==> config.mk <==
export PLATFORM = sky130hd
export DESIGN_NAME = spq_cell
export DESIGN_NICKNAME = d
export VERILOG_FILES = /design/src/hw/rtl/spq_pkg.sv /design/src/hw/rtl/spq_cell.sv
export SDC_FILE = /design/constraint.sdc
export NUM_CORES = 1
export LEC_CHECK = 0
export ABC_CLOCK_PERIOD_IN_PS = 6350
export BUFFER_PORTS_ARGS = -buffer_cell sky130_fd_sc_hd__buf_4
export CAP_MARGIN = 20
export CORE_MARGIN = 2
export CORE_UTILIZATION = 49
export DETAILED_ROUTE_END_ITERATION = 10
export PLACE_DENSITY = 0.85
export SKIP_LAST_GASP = 1
export SYNTH_ARGS = -nofsm -noshare
export SYNTH_HDL_FRONTEND = slang
export SYNTH_SLANG_ARGS = --single-unit
==> constraint.sdc <==
create_clock -name aclk -period 6.35 [get_ports aclk]
set_clock_uncertainty 0.15 [all_clocks]
set_input_delay 1.905 -clock aclk [delete_from_list [all_inputs] [get_ports aclk]]
set_output_delay 1.905 -clock aclk [all_outputs]
set_load 0.02 [all_outputs]
==> src/hw/rtl/spq_pkg.sv <==
// ----------------------------------------------------------------------------
// spq_pkg
// Shared types and constants for the sorted priority queue and its cells.
// ----------------------------------------------------------------------------
package spq_pkg;

    localparam int TAG_BITS = 16;

    localparam logic KEY_CPU     = 1'b0;
    localparam logic KEY_ARRIVAL = 1'b1;

    typedef enum logic [1:0] {
        CMD_ENQUEUE = 2'd0,
        CMD_DEQUEUE = 2'd1,
        CMD_PEEK    = 2'd2,
        CMD_NOP     = 2'd3
    } cmd_t;

    typedef enum logic [1:0] {
        ST_IDLE,
        ST_WAVE,
        ST_POST
    } state_t;

    // Broadcast from the controller to every cell
    typedef struct packed {
        logic shift;
        logic order_mode;
    } cell_ctrl_t;

endpackage

==> src/hw/rtl/spq_cell.sv <==
// ----------------------------------------------------------------------------
// spq_cell
// One slot of the queue. Holds an entry and a pass stage that hands the
// insertion wave (new or displaced entry) to the next cell.
// ----------------------------------------------------------------------------
module spq_cell #(
    parameter int INDEX     = 0,
    parameter int TIME_BITS = 16,
    parameter int CNT_W     = 7
) (
    input  logic                                 aclk,
    input  logic                                 aresetn,
    input  spq_pkg::cell_ctrl_t                  ctrl,
    input  logic [CNT_W-1:0]                     count,
    input  logic                                 pass_valid_i,
    input  logic                                 pass_placed_i,
    input  logic [spq_pkg::TAG_BITS+2*TIME_BITS-1:0] pass_entry_i,
    input  logic [spq_pkg::TAG_BITS+2*TIME_BITS-1:0] shift_entry_i,
    output logic [spq_pkg::TAG_BITS+2*TIME_BITS-1:0] entry_o,
    output logic                                 pass_valid_o,
    output logic                                 pass_placed_o,
    output logic [spq_pkg::TAG_BITS+2*TIME_BITS-1:0] pass_entry_o
);
    import spq_pkg::*;

    localparam int ENT_W = TAG_BITS + 2 * TIME_BITS;

    logic [ENT_W-1:0]     entry_reg, entry_next;
    logic                 pass_valid_reg, pass_valid_next;
    logic                 pass_placed_reg, pass_placed_next;
    logic [ENT_W-1:0]     pass_entry_reg, pass_entry_next;
    logic [TIME_BITS-1:0] own_key, new_key;
    logic                 occupied, terminal, hit;

    assign own_key  = (ctrl.order_mode == KEY_ARRIVAL) ? entry_reg[TIME_BITS-1:0]
                                                       : entry_reg[2*TIME_BITS-1 -: TIME_BITS];
    assign new_key  = (ctrl.order_mode == KEY_ARRIVAL) ? pass_entry_i[TIME_BITS-1:0]
                                                       : pass_entry_i[2*TIME_BITS-1 -: TIME_BITS];
    assign occupied = count > CNT_W'(INDEX);
    assign terminal = count == CNT_W'(INDEX);

    // The front only yields to a strictly smaller key; later slots on ties
    generate
        if (INDEX == 0) begin : g_front
            assign hit = new_key < own_key;
        end else begin : g_rest
            assign hit = new_key <= own_key;
        end
    endgenerate

    always_comb begin
        entry_next       = entry_reg;
        pass_valid_next  = 1'b0;
        pass_placed_next = pass_placed_reg;
        pass_entry_next  = pass_entry_reg;
        if (ctrl.shift) begin
            entry_next = shift_entry_i;
        end else if (pass_valid_i) begin
            if (pass_placed_i || terminal || (occupied && hit)) begin
                entry_next = pass_entry_i;
                if (occupied) begin
                    pass_valid_next  = 1'b1;
                    pass_placed_next = 1'b1;
                    pass_entry_next  = entry_reg;
                end
            end else if (occupied) begin
                pass_valid_next  = 1'b1;
                pass_placed_next = 1'b0;
                pass_entry_next  = pass_entry_i;
            end
        end
    end

    always_ff @(posedge aclk) begin
        if (!aresetn) begin
            pass_valid_reg <= 1'b0;
        end else begin
            pass_valid_reg <= pass_valid_next;
        end
    end

    always_ff @(posedge aclk) begin
        entry_reg       <= entry_next;
        pass_placed_reg <= pass_placed_next;
        pass_entry_reg  <= pass_entry_next;
    end

    assign entry_o       = entry_reg;
    assign pass_valid_o  = pass_valid_reg;
    assign pass_placed_o = pass_placed_reg;
    assign pass_entry_o  = pass_entry_reg;

endmodule

# Yosys cells after proc, flatten, opt, wreduce, memory -nomap -nowiden
# Cells that the tools add are included.
# W data, S select, Z words.
# totals
reg_bits,98
inputBits,109
out_inout_bits,98
word_cells,30
# classes
magnitude_cmp,2
n_mux,12
bitwise,3
n_reduce_logical,9
# op_table
cell,count
$mux W48,6
$mux W16,2
$lt A16 B16 Y1,1
$gt A7 B1 Y1 const B,1
$logic_not A7 Y1,1
$mux W1,4
$reduce_bool A2 Y1,2
$not A1 Y1,3
$reduce_and A3 Y1,1
$reduce_or A3 Y1,1
$logic_or A1 B1 Y1,2
$reduce_and A2 Y1,1
$logic_and A1 B1 Y1,1

# Depth between registers and ports, before layout
# logic_depth
depth_word,7
ltp_mapped,12
depth_no_buf,8

# Worst setup path after synthesis
# No wires, ideal clock.
# synth_timing
path_type,in2reg
from,input port ctrl[0] in the netlist's numbering
to,"register entry_reg[0], in the netlist entry_o[0], enable pin"
setup_ns,0.404
arrival_ns,5.086
t_required_ns,5.796
slack_ns,0.710
stages,10
n_path_buf,3
path_cell_list,clkbuf_2 > clkbuf_1 > mux2_2 > ha_1 > a211oi_1 > a311oi_1 > o211a_1 > o21ai_2 > buf_6 > a21o_1
# synth_via
elab_chain_len,6
word_cells_on_any_way,7
cone_classes,order compare: 1; mux: 2; reduce/logical: 4
# synth_rtl
item,line,source
start: declaration,spq_cell.sv:13,"input spq_pkg::cell_ctrl_t ctrl,"
"$mux W16, on equally long branches","spq_cell.sv:37, spq_cell.sv:35",
$lt A16 B16 Y1 (*),spq_cell.sv:45,assign hit = new_key < own_key;
$logic_and A1 B1 Y1 (*),spq_cell.sv:59,if (pass_placed_i || terminal || (occupied && hit)) begin
$logic_or A1 B1 Y1 (*),spq_cell.sv:59,
$reduce_bool A2 Y1 (no line) (*),n/a,
$reduce_and A2 Y1 (no line) (*),n/a,
end signal: assignment,spq_cell.sv:83,entry_reg <= entry_next;
end: declaration,spq_cell.sv:28,"logic [ENT_W-1:0] entry_reg, entry_next;"
# Every way passes the cells marked *; elsewhere a longest branch is shown, timed or not.
# A chain may end at the register's enable or synchronous reset.

# Worst setup path in the final report
# layout_timing
from,input port ctrl[0] in the netlist's numbering
to,"register entry_reg[24], in the netlist entry_o[24], enable pin"
# The elaborated chain is that of the path after synthesis.

==> impl_table.tex <==
\begin{tabular}{lr}
\hline
Metric & Value \\
\hline
\multicolumn{2}{l}{\textbf{Power and ir drop}} \\
Worst IR drop on VDD & 0.156 mV \\
Ratio of total power to cell area & 241 nW/µm² \\
Pleak & 3.03 nW \\
Total power of the final layout & 0.00168 W \\
\multicolumn{2}{l}{\textbf{Detailed routing}} \\
Via density per instance & 5.82 \\
Detail-routed net length per standard cell & 19.9 µm \\
Count of routing violations after the opening detailed-route iteration & 206 \\
Total vias in the final route & 3990 \\
Antenna viol nets, final & 0 \\
Sum of routed wire length over all layers & about 14000 µm \\
Post-route DRC & 0 \\
Number of iterations in the first detailed-routing pass & 4 \\
\multicolumn{2}{l}{\textbf{Worst hold path}} \\
Kind of path behind the tightest hold check & flip-flop to flip-flop \\
Startpoint of the lowest-slack hold path & entry\_o[43] \\
\multicolumn{2}{l}{\textbf{Die}} \\
Initial Utilization & 50.2\% \\
Die Wd & 106 µm \\
IO Pins & approximately 210 \\
Cell Rows & 37 \\
Core region area & 10200 µm² \\
Height of the chip & 106 µm \\
Die area & 11300 µm² \\
\multicolumn{2}{l}{\textbf{Synthesis}} \\
Top cell type by total area after synthesis & sky130\_fd\_sc\_hd\_\_edfxtp\_1 \\
Number of synthesized register bits & 98 \\
Synth top area share & approximately 57\% \\
Netlist Area Pre-Place & about 5000 µm² \\
Number of cells produced by synthesis & 352 \\
Count of cell types in the netlist & 33 \\
Top FF cell, synth & sky130\_fd\_sc\_hd\_\_edfxtp\_1 \\
Post-synthesis net count & 476 \\
Number of flops mapped to enable cells by yosys & 97 \\
Commonest cells in the synthesized netlist & sky130\_fd\_sc\_hd\_\_edfxtp\_1, sky130\_fd\_sc\_hd\_\_mux2\_2, sky130\_fd\_sc\_hd\_\_a221o\_1, sky130\_fd\_sc\_hd\_\_and3\_1 \\
Async SR Flop Fraction & 0\% \\
Most numerous cell in the Yosys netlist & sky130\_fd\_sc\_hd\_\_edfxtp\_1 \\
Mean post-synth cell area & around 15 µm² \\
Count of synthesis-stage warnings from yosys & 0 \\
Part of the Yosys area used for sequential elements & about 57\% \\
Ranking of synthesized cells by area & sky130\_fd\_sc\_hd\_\_edfxtp\_1, sky130\_fd\_sc\_hd\_\_mux2\_2, sky130\_fd\_sc\_hd\_\_a221o\_1, sky130\_fd\_sc\_hd\_\_and3\_1, sky130\_fd\_sc\_hd\_\_ha\_1 \\
\multicolumn{2}{l}{\textbf{STA}} \\
Worst relative slew slack & 43.0\% \\
Maximum clock rate & 0.209 GHz \\
Setup TNS & 0 ps \\
Final critical delay including setup and external delays & 4780 ps \\
Worst-Margin Slew & 847 ps \\
Final critical-path share of the clock period & 75.3\% \\
Final slew viol count & 0 \\
RSZ-0062 raised after global routing & no \\
Number of hold violations in the final report & 0 \\
Total of endpoints with negative setup slack in the final report & 0 \\
\multicolumn{2}{l}{\textbf{Critical path}} \\
Arrival time of the worst setup path & approximately 4600 ps \\
Critical Path Start & ctrl[0] \\
Critical Setup Path Class & input pin to flip-flop \\
Reg2reg setup slack & 3300 ps \\
Worst reg2reg path depth & 10 \\
R2r endpoint & entry\_o[24] \\
Data required time at the worst endpoint & 6200 ps \\
Kind of start point of the critical path & input pin \\
CP Capture Type & flip-flop \\
Endpoint of the most critical setup path & entry\_o[24] \\
Worst reg2reg startpoint & entry\_o[9] \\
Largest fanout on the critical path & 48 \\
\multicolumn{2}{l}{\textbf{Clock tree}} \\
Setup repair bufs after CTS & 0 \\
Clk Latency, worst-skew pair & 370 ps \\
Hold-fix buffer count after cts & 0 \\
Clock-pin slew of the registers on the worst-case setup and hold paths & 90 ps \\
TritonCTS clock tree & done \\
Num CTS Buffers & 9 \\
CTS sink cnt & 98 \\
Post\_cts resized & 0 \\
Clk root buf & sky130\_fd\_sc\_hd\_\_clkbuf\_8 \\
Longest Clk Path Bufs & 2 \\
Maximum level of the CTS H-tree & 3 \\
\multicolumn{2}{l}{\textbf{Status}} \\
Outcome & finished clean \\
\multicolumn{2}{l}{\textbf{Global route}} \\
First-pass GRT wire length & 20600 µm \\
Maximum number of pins on one net before global-route repair & 51 \\
Number of global-route vias before repair & 4053 \\
Global-route usage over all layers & 23.6\% \\
Overflow left after global routing & 0 \\
Antenna violations before repair & 0 \\
\multicolumn{2}{l}{\textbf{Finish}} \\
Area Growth Syn to Fin & 35.5\% \\
Antenna cells & 0 \\
Total Nets Final & around 670 \\
Share of cells above drive strength 1 & 53.3\% \\
Post-route core utilization & around two thirds \\
\multicolumn{2}{l}{\textbf{Placed design}} \\
Number of I/O port buffers & 206 \\
Post-DP HPWL & between 9000 and 10000 µm \\
Global placement routability congestion & $\sim$0.75 \\
\multicolumn{2}{l}{\textbf{Job}} \\
Number of max-cap violations & 0 \\
\hline
\end{tabular}
## worst min path at each step
| stage | to | slack, ps | depth (start not counted) |
|---|---|---|---|
| floorplan | pass_entry_o[32] | 570 | 1 |
| global placement | pass_entry_o[47] | 410 | 1 |
| detailed placement | pass_entry_o[37] | 430 | 1 |
| CTS | pass_entry_o[39] | 460 | 1 |
| global route | pass_entry_o[41] | 480 | 1 |
| finish | pass_entry_o[43] | 450 | 1 |
## routing by layer
metal | track usage (%) | share of wire [%] | vias to the layer above
met5 | 0 | 0 | -
met2 | 41.2 | 53 | 178
met4 | 9.30 | 2.6 | 0
li1 | - | - | 1835
met1 | 28.1 | 38 | 1946
met3 | 5.46 | 6.8 | 31
## registers in the layout, summed over array words and instances, names as in the netlist
name / flops
entry_o: 48
pass_valid_o: 1
pass_entry_o: 48
pass_placed_o: 1
## cell families after synthesis
logic type	synth area share (%)
buffers and inverters	3.24
multiplexers	16.7
flip-flops	57.1
AND/OR/NAND/NOR	7.74
AO/OA/AOI/OAI	11.5
adder cells (fa/ha/maj)	3.65
## critical path: stages
cell and delay (ps):
sky130_fd_sc_hd__buf_4 380, sky130_fd_sc_hd__mux2_2 400, sky130_fd_sc_hd__ha_1 320, sky130_fd_sc_hd__a21oi_1 160
sky130_fd_sc_hd__o21ai_1 100, sky130_fd_sc_hd__nand2_1 110, sky130_fd_sc_hd__o211ai_4 150, sky130_fd_sc_hd__buf_16 220
sky130_fd_sc_hd__o21ai_4 160, sky130_fd_sc_hd__a21o_2 130, sky130_fd_sc_hd__buf_4 530
## layout make-up
class                   count  area, µm²
clock inverters             2       12.5
repair buffers            211       1600
fillers                   756       3270
multi-input cells         225       2080
well taps                 136        170
clock buffers              14        163
flip-flops and latches     98       2930
## cells in the final DEF, fill, tap and decap left out, types with 2 or more instances in the layout
master	instances
sky130_fd_sc_hd__mux2_2	63
sky130_fd_sc_hd__mux2i_1	15
sky130_fd_sc_hd__edfxtp_1	97
sky130_fd_sc_hd__a21oi_4	2
sky130_fd_sc_hd__a21oi_1	6
sky130_fd_sc_hd__ha_1	15
sky130_fd_sc_hd__clkbuf_1	3
sky130_fd_sc_hd__and3_1	48
sky130_fd_sc_hd__clkbuf_8	11
sky130_fd_sc_hd__a221o_1	48
sky130_fd_sc_hd__nor2_1	3
sky130_fd_sc_hd__nand2b_1	3
sky130_fd_sc_hd__buf_4	210
sky130_fd_sc_hd__nand2_1	6
## report_power, final
part | internal, W | switching (W) | total (W)
clock | 0.000164 | 0.000212 | 0.000376
combinational | 0.000232 | 0.000240 | 0.000472
sequential | 0.000794 | 0.0000336 | 0.000828
total | 0.00119 | 0.000486 | 0.00168
## through the flow
step	cells	area (µm²)	worst slack [ps]	hold WS, ps
after CTS	685	6930	1420	455
after detailed placement	669	6760	1020	430
after floorplan	352	5140	710	568
final	686	6960	1570	453
after global placement	669	6760	1150	413
after global routing	686	6960	1460	482
(Power assumes the default switching activity.)
